File: src/design/ple_pkg.sv
// Shared types and constants for the positional list engine.
`default_nettype none
package ple_pkg;

  localparam int unsigned CapacityDef = 16;

  localparam int unsigned KindW  = 2;
  localparam int unsigned ValueW = 32;
  localparam int unsigned PosW   = 5;
  localparam int unsigned FoundW = 4;
  localparam int unsigned CountW = 5;

  typedef enum logic [KindW-1:0] {
    KIND_INSERT = 2'd0,
    KIND_REMOVE = 2'd1,
    KIND_SEARCH = 2'd2
  } kind_e;

  // shift command broadcast to every cell, already qualified by acceptance
  typedef struct packed {
    logic ins;
    logic rem;
  } cell_op_t;

endpackage
`default_nettype wire

File: src/design/ple_req_if.sv
// Request channel: one list operation per accepted request.
`default_nettype none
interface ple_req_if;
  import ple_pkg::*;

  logic                     valid;
  logic                     ready;
  logic [KindW-1:0]         kind;
  logic signed [ValueW-1:0] value;
  logic [PosW-1:0]          position;

  modport source (output valid, kind, value, position, input ready);
  modport sink   (input valid, kind, value, position, output ready);
endinterface
`default_nettype wire

File: src/design/ple_rsp_if.sv
// Response channel: status, removed value, found position and count.
`default_nettype none
interface ple_rsp_if;
  import ple_pkg::*;

  logic                     valid;
  logic                     ready;
  logic                     status;
  logic signed [ValueW-1:0] removed_value;
  logic [FoundW-1:0]        found_position;
  logic [CountW-1:0]        count;

  modport source (output valid, status, removed_value, found_position, count, input ready);
  modport sink   (input valid, status, removed_value, found_position, count, output ready);
endinterface
`default_nettype wire

File: src/design/ple_cell.sv
// One list slot: holds an entry, shifts with its neighbors, compares on search.
`default_nettype none
module ple_cell
  import ple_pkg::*;
#(
  parameter int unsigned IDX = 0,
  parameter int unsigned PW  = 5
) (
  input  wire logic                     clk_i,
  input  wire cell_op_t                 op_i,
  input  wire logic [PW-1:0]            pos_i,
  input  wire logic [PW-1:0]            count_i,
  input  wire logic signed [ValueW-1:0] value_i,
  input  wire logic signed [ValueW-1:0] left_i,
  input  wire logic signed [ValueW-1:0] right_i,
  input  wire logic                     hit_i,
  output logic signed [ValueW-1:0]      entry_o,
  output logic                          hit_o,
  output logic                          first_o,
  output logic signed [ValueW-1:0]      pick_o
);

  localparam logic [PW-1:0] MyIdx = PW'(IDX);

  logic signed [ValueW-1:0] entry_q, entry_d;
  logic                     live, match;

  assign live    = MyIdx < count_i;
  assign match   = live && (entry_q == value_i);
  assign first_o = match && !hit_i;
  assign hit_o   = hit_i || match;
  assign pick_o  = (MyIdx == pos_i) ? entry_q : '0;
  assign entry_o = entry_q;

  always_comb begin
    entry_d = entry_q;
    if (op_i.ins) begin
      if (MyIdx == pos_i) begin
        entry_d = value_i;
      end else if (MyIdx > pos_i) begin
        entry_d = left_i;
      end
    end else if (op_i.rem && (MyIdx >= pos_i)) begin
      entry_d = right_i;
    end
  end

  always_ff @(posedge clk_i) begin
    entry_q <= entry_d;
  end

endmodule
`default_nettype wire

File: src/design/positional_list_engine_unit.sv
// A request's response is registered at the same clock edge that accepts the request.
// Throughput: one request per cycle unless the output stalls; every operation completes in the single
// cell-chain pass. The response register frees whenever downstream takes it, so requests stream.
// Reset clears the entry count and the response valid; slot contents stay undefined,
// which is harmless since only slots below the count are ever read.
`default_nettype none
module positional_list_engine_unit
  import ple_pkg::*;
#(
  parameter int unsigned CAPACITY = CapacityDef
) (
  input  wire logic clk_i,
  input  wire logic rst_ni,
  ple_req_if.sink   req_i,
  ple_rsp_if.source rsp_o
);

  // count width holds 0..CAPACITY; compare width covers both the count and the request position
  localparam int unsigned CW = $clog2(CAPACITY + 1);
  localparam int unsigned PW = (CW > PosW) ? CW : PosW;
  localparam int unsigned IW = $clog2(CAPACITY);

  localparam logic [CW-1:0] CapCount = CW'(CAPACITY);

  logic [CW-1:0] count_q, count_d;
  logic          valid_q;
  logic          status_q;
  logic signed [ValueW-1:0] removed_q;
  logic [FoundW-1:0]        found_q;
  logic [CountW-1:0]        cnt_out_q;

  logic          accept;
  logic [PW-1:0] pos_x, cnt_x;
  logic          ins_ok, rem_ok, srch_ok;
  cell_op_t      op;

  // cell chain wiring: entries flow both ways for shifting, hit flag ripples up
  logic signed [ValueW-1:0] entry [CAPACITY];
  logic signed [ValueW-1:0] pick  [CAPACITY];
  logic [CAPACITY:0]        hit;
  logic [CAPACITY-1:0]      first;

  logic signed [ValueW-1:0] removed_val;
  logic [IW-1:0]            found_idx;
  logic [31:0]              found_wide, count_wide;

  assign req_i.ready = !valid_q || rsp_o.ready;
  assign accept      = req_i.valid && req_i.ready;

  assign pos_x = PW'(req_i.position);
  assign cnt_x = PW'(count_q);

  // insert may land at the end but never beyond it and needs a free slot; remove needs an occupied slot
  assign ins_ok  = (req_i.kind == KIND_INSERT) && (pos_x <= cnt_x) && (count_q < CapCount);
  assign rem_ok  = (req_i.kind == KIND_REMOVE) && (pos_x < cnt_x);
  assign srch_ok = (req_i.kind == KIND_SEARCH) && hit[CAPACITY];

  assign op.ins = accept && ins_ok;
  assign op.rem = accept && rem_ok;

  assign hit[0] = 1'b0;

  for (genvar g = 0; g < CAPACITY; g++) begin : g_cell
    logic signed [ValueW-1:0] left_w, right_w;
    if (g == 0) begin : g_first
      assign left_w = '0;
    end else begin : g_mid_l
      assign left_w = entry[g-1];
    end
    if (g == CAPACITY - 1) begin : g_last
      assign right_w = '0;
    end else begin : g_mid_r
      assign right_w = entry[g+1];
    end

    ple_cell #(
      .IDX (g),
      .PW  (PW)
    ) u_cell (
      .clk_i   (clk_i),
      .op_i    (op),
      .pos_i   (pos_x),
      .count_i (cnt_x),
      .value_i (req_i.value),
      .left_i  (left_w),
      .right_i (right_w),
      .hit_i   (hit[g]),
      .entry_o (entry[g]),
      .hit_o   (hit[g+1]),
      .first_o (first[g]),
      .pick_o  (pick[g])
    );
  end

  // at most one cell picks and at most one cell is the first match, so OR-merge them
  always_comb begin
    removed_val = '0;
    found_idx   = '0;
    for (int i = 0; i < CAPACITY; i++) begin
      removed_val = removed_val | pick[i];
      found_idx   = found_idx | (first[i] ? IW'(i) : IW'(0));
    end
  end

  always_comb begin
    count_d = count_q;
    if (op.ins) begin
      count_d = count_q + CW'(1);
    end else if (op.rem) begin
      count_d = count_q - CW'(1);
    end
  end

  assign found_wide = 32'(found_idx);
  assign count_wide = 32'(count_d);

  always_ff @(posedge clk_i or negedge rst_ni) begin
    if (!rst_ni) begin
      count_q <= '0;
      valid_q <= 1'b0;
    end else begin
      count_q <= count_d;
      if (accept) begin
        valid_q <= 1'b1;
      end else if (rsp_o.ready) begin
        valid_q <= 1'b0;
      end
    end
  end

  // response payload, loaded on every accepted request
  always_ff @(posedge clk_i) begin
    if (accept) begin
      status_q  <= !(ins_ok || rem_ok || srch_ok);
      removed_q <= rem_ok ? removed_val : '0;
      found_q   <= srch_ok ? found_wide[FoundW-1:0] : '0;
      cnt_out_q <= count_wide[CountW-1:0];
    end
  end

  assign rsp_o.valid          = valid_q;
  assign rsp_o.status         = status_q;
  assign rsp_o.removed_value  = removed_q;
  assign rsp_o.found_position = found_q;
  assign rsp_o.count          = cnt_out_q;

endmodule
`default_nettype wire
File: src/flat_wrapper.sv
// flat-port wrapper written by rule: the top's interface ports become plain ports
module positional_list_engine_unit_flat import ple_pkg::*;
#(
  parameter int unsigned CAPACITY = CapacityDef
)
  (clk_i, rst_ni, req_i_valid, req_i_kind, req_i_value, req_i_position, req_i_ready, rsp_o_valid, rsp_o_status, rsp_o_removed_value, rsp_o_found_position, rsp_o_count, rsp_o_ready);
  ple_req_if req_i_i ();
  ple_rsp_if rsp_o_i ();
  input  wire logic clk_i;
  input  wire logic rst_ni;
  input wire logic [$bits(req_i_i.valid)-1:0] req_i_valid;
  input wire logic [$bits(req_i_i.kind)-1:0] req_i_kind;
  input wire logic [$bits(req_i_i.value)-1:0] req_i_value;
  input wire logic [$bits(req_i_i.position)-1:0] req_i_position;
  output wire logic [$bits(req_i_i.ready)-1:0] req_i_ready;
  output wire logic [$bits(rsp_o_i.valid)-1:0] rsp_o_valid;
  output wire logic [$bits(rsp_o_i.status)-1:0] rsp_o_status;
  output wire logic [$bits(rsp_o_i.removed_value)-1:0] rsp_o_removed_value;
  output wire logic [$bits(rsp_o_i.found_position)-1:0] rsp_o_found_position;
  output wire logic [$bits(rsp_o_i.count)-1:0] rsp_o_count;
  input wire logic [$bits(rsp_o_i.ready)-1:0] rsp_o_ready;
  assign req_i_i.valid = req_i_valid;
  assign req_i_i.kind = req_i_kind;
  assign req_i_i.value = req_i_value;
  assign req_i_i.position = req_i_position;
  assign req_i_ready = req_i_i.ready;
  assign rsp_o_valid = rsp_o_i.valid;
  assign rsp_o_status = rsp_o_i.status;
  assign rsp_o_removed_value = rsp_o_i.removed_value;
  assign rsp_o_found_position = rsp_o_i.found_position;
  assign rsp_o_count = rsp_o_i.count;
  assign rsp_o_i.ready = rsp_o_ready;
  positional_list_engine_unit #(.CAPACITY(CAPACITY)) u_core (.clk_i(clk_i), .rst_ni(rst_ni), .req_i(req_i_i), .rsp_o(rsp_o_i));
endmodule
File: config.mk
export PLATFORM = sky130hd
export DESIGN_NAME = positional_list_engine_unit_flat
export DESIGN_NICKNAME = d
export VERILOG_FILES = /design/src/design/ple_pkg.sv /design/src/design/ple_req_if.sv /design/src/design/ple_rsp_if.sv /design/src/design/ple_cell.sv /design/src/design/positional_list_engine_unit.sv /design/src/flat_wrapper.sv
export SDC_FILE = /design/constraint.sdc
export NUM_CORES = 2
export LEC_CHECK = 0
export ABC_AREA = 0
export BUFFER_PORTS_ARGS = -buffer_cell sky130_fd_sc_hd__buf_2
export CORE_MARGIN = 2
export CORE_UTILIZATION = 33
export DETAILED_ROUTE_END_ITERATION = 6
export REMOVE_ABC_BUFFERS = 1
export SYNTH_ARGS = -nofsm -noshare
export SYNTH_HDL_FRONTEND = slang
export SYNTH_SLANG_ARGS = --single-unit
File: constraint.sdc
create_clock -name clk_i -period 14.58 [get_ports clk_i]
set_input_delay 1.458 -clock clk_i [delete_from_list [all_inputs] [get_ports clk_i]]
set_output_delay 1.458 -clock clk_i [all_outputs]
set_load 0.05 [all_outputs]
==> results_dict.tcl <==
set metrics [dict create \
    synth_area_leaders "edfxtp_1 45%, mux2i_1 11%, xnor2_1 8.2%" \
    area.growth.synth_to_final_pct 9.78 \
    grt_pass1_vias 28300 \
    critPathMaxStageDelay_ns 0.75 \
    worstSetupPathType "primary input to register" \
    required_ns 14.85 \
    clock-sinks 560 \
    dp_hpwl_mm 108 \
    h-tree-depth 3 \
    yosysUniqueCellTypes 48 \
    grt_pass1_wl_mm 230 \
    cts_hold_buf 0 \
    violations "capacitance limit" \
    clock_skew_ns 0.0257 \
    rows 122 \
    startpoint_type "primary input" \
    vias 31700 \
    core_area_mm2 0.110 \
    arrival_ns 6.53 \
    ir_worst_vdd_uv 81.0 \
    setup_viol 0 \
    drtIter0Drc 6274 \
    wirelength_mm 167 \
    synth_cells 3689 \
    cts_resized 0 \
    syn_avg_cell_area_um2 9.94 \
    netlist_area_mm2 0.0367 \
    hold_class "register to register" \
    cts_buffer_depth 3 \
    synth_top_area_share_pct 45.4 \
    finalPower_mw 4.09 \
    cts_root_buf "clkbuf_16" \
    crit_slowest_cell "and2_2" \
    antenna_left 0 \
    grt_overflow 0 \
    leakage_nw 13.3 \
    wl_per_cell_um 32.8 \
    end_kind "register" \
    synth.most_common_cell "nand2_1" \
    worstPathMaxFanout 165 \
    globalplace.congestion 1.07 \
    finalMaxSlewViolations 0 \
    max_cap_viol_count 1 \
    fp.dieH_um 337 \
    drc 0 \
    rsz0062_at_grt "no" \
    run_status "finished with violations" \
    ys_seq_area_share_pct 45.8 \
    synth_common_cells "653 x nand2_1, 554 x edfxtp_1, 386 x mux2i_1, 342 x xnor2_1, 296 x o21ai_0" \
    async_reset_ff_share_pct 1.07 \
    dr.pass1.iters 7 \
    die_w_um 337 \
    holdWs_ns 0.542 \
    dieArea_mm2 0.114 \
    grt_max_degree 267 \
    crit_family "buffers and inverters" \
    synth_ff_type "edfxtp_1" \
    via_per_inst 6.24 \
    final_hold_viol_count 0 \
    clkTransAtPathRegs_ns 0.06 \
    slew_headroom_pct 2.11 \
    r2r_setup_slack_ns 8.72 \
    drive_above_1_share_pct 8.18 \
    cts_buffers 69 \
    grt_usage_pct 28.5 \
    yosysWarnings 0 \
    crit_chain "buf_2 -> ha_1 -> nor2b_1 -> o21a_1 -> o21a_1 -> o21ai_1 -> nand2b_1 -> a2111o_1 -> nor2_4 -> buf_12 -> nor2_2 -> nor2_4 -> buf_4 -> and2_2 -> buf_4" \
    clk_latency_ns 0.64 \
    postCtsSetupBuffers 0 \
    p_per_area_mw_per_mm2 102 \
    timing.fmax_ghz 0.160 \
    synth_largest_area_cell "edfxtp_1" \
    synth_seq_cells 560 \
    io_buffers 86 \
    period_share_pct 43.0 \
    nets 3596 \
    worstMarginPinSlew_ns 1.45 \
    antenna_found_initial 14 \
    fillers 10900 \
    pin_count 87 \
    start_util_pct 33.2 \
    min_period_ns 6.26 \
    synth_enable_flop_cells 554 \
    worst-path-buf-inv 4 \
    cts_tree "yes" \
]
state kept, by name (all words and copies together), names as in the netlist:
signal and count:
u_core.rsp_o.count 5, u_core.rsp_o.found_position 4, u_core.g_cell.u_cell.entry_o 512, u_core.rsp_o.status 1, u_core.cnt_x 5, u_core.rsp_o.valid 1
u_core.rsp_o.removed_value 32
worst paths after layout:
| kind | start | endpoint | cells past startpoint |
|---|---|---|---|
| worst max-delay path | req_i_position[1] | u_core.g_cell[11].u_cell.entry_o[17] | 15 |
| worst min-delay path | u_core.rsp_o.valid | u_core.rsp_o.valid | 2 |
| worst max register to register | u_core.cnt_x[1] | u_core.g_cell[11].u_cell.entry_o[17] | 15 |
| worst min register to register | u_core.rsp_o.valid | u_core.rsp_o.valid | 2 |
| max in group asynchronous | rst_ni | u_core.cnt_x[2] | 1 |
| min in group asynchronous | rst_ni | u_core.cnt_x[4] | 1 |
power by group:
| group | switching, mW | internal (mW) | total (mW) |
|---|---|---|---|
| clock | 0.746 | 1.04 | 1.78 |
| sequential | 0.0467 | 1.79 | 1.84 |
| combinational | 0.347 | 0.123 | 0.470 |
| total | 1.14 | 2.95 | 4.09 |
area by class of cell:
class / instances / area, um^2 / area share, %
Tap cell: 1488 / 1860 / 4.63
Timing Repair Buffer: 146 / 918 / 2.28
Inverter: 11 / 41.3 / 0.103
Clock buffer: 87 / 1880 / 4.67
Antenna cell: 4 / 10.0 / 0.0249
Sequential cell: 560 / 16800 / 41.7
Clock inverter: 35 / 377 / 0.936
Multi-Input combinational cell: 2757 / 18400 / 45.7
kinds of logic after synthesis:
group                    after synthesis  synth area share (%)
AND/OR/NAND/NOR                     1042                  12.5
AO/OA/AOI/OAI                        806                  13.8
flip-flops                           560                  45.8
XOR/XNOR                             515                  12.3
multiplexers                         386                  10.5
buffers and inverters                372                  4.81
adder cells (fa/ha/maj)                8                 0.273
cell usage in the layout, fill, tap and decap left out, types with 4 or more instances in the layout:
cell type and instances:
a21oi_1 40, a21oi_4 4, a221oi_1 87, a22o_1 87, a22oi_1 83, a31oi_1 95
and3_1 33, buf_2 86, buf_4 57, bufinv_16 7, clkbuf_1 13, clkbuf_16 72
clkinv_1 11, clkinv_2 7, clkinvlp_4 4, dfrtp_1 6, diode_2 4, edfxtp_1 554
ha_1 8, inv_1 9, inv_6 4, mux2i_1 386, nand2_1 652, nand2b_1 6
nand3_1 55, nand4_1 94, nor2_1 81, nor2_4 18, nor3_1 22, nor3_2 4
nor4_1 50, o21ai_0 296, o21ai_1 101, xnor2_1 342, xor2_1 173
tightest hold or removal path, stage by stage (launching register included):
cell and delay (ns):
dfrtp_1 0.34, nand2b_1 0.09, nand2b_1 0.08
metal layers:
metal / wire length (um) / GRT usage, % / vias to the layer above
met5: 138 / 0 / -
met2: 68700 / 40.3 / 2485
met1: 65800 / 39.7 / 15600
met3: 22000 / 7.51 / 434
li1: - / - / 13200
met4: 10300 / 14.6 / 22
stage by stage:
stage	utilization [%]	worst slack (ns)	cells	area, um^2	TNS, ns
final	36.5	8.32	5088	40300	0
after CTS	36.5	8.39	5084	40200	0
after global placement	34.4	7.76	4962	38000	0
after detailed placement	34.4	7.74	4962	38000	0
after floorplan	-	-1.92	3328	34900	-382.19
after global routing	36.5	8.13	5085	40200	0
Power figures use the tool's default switching activity.
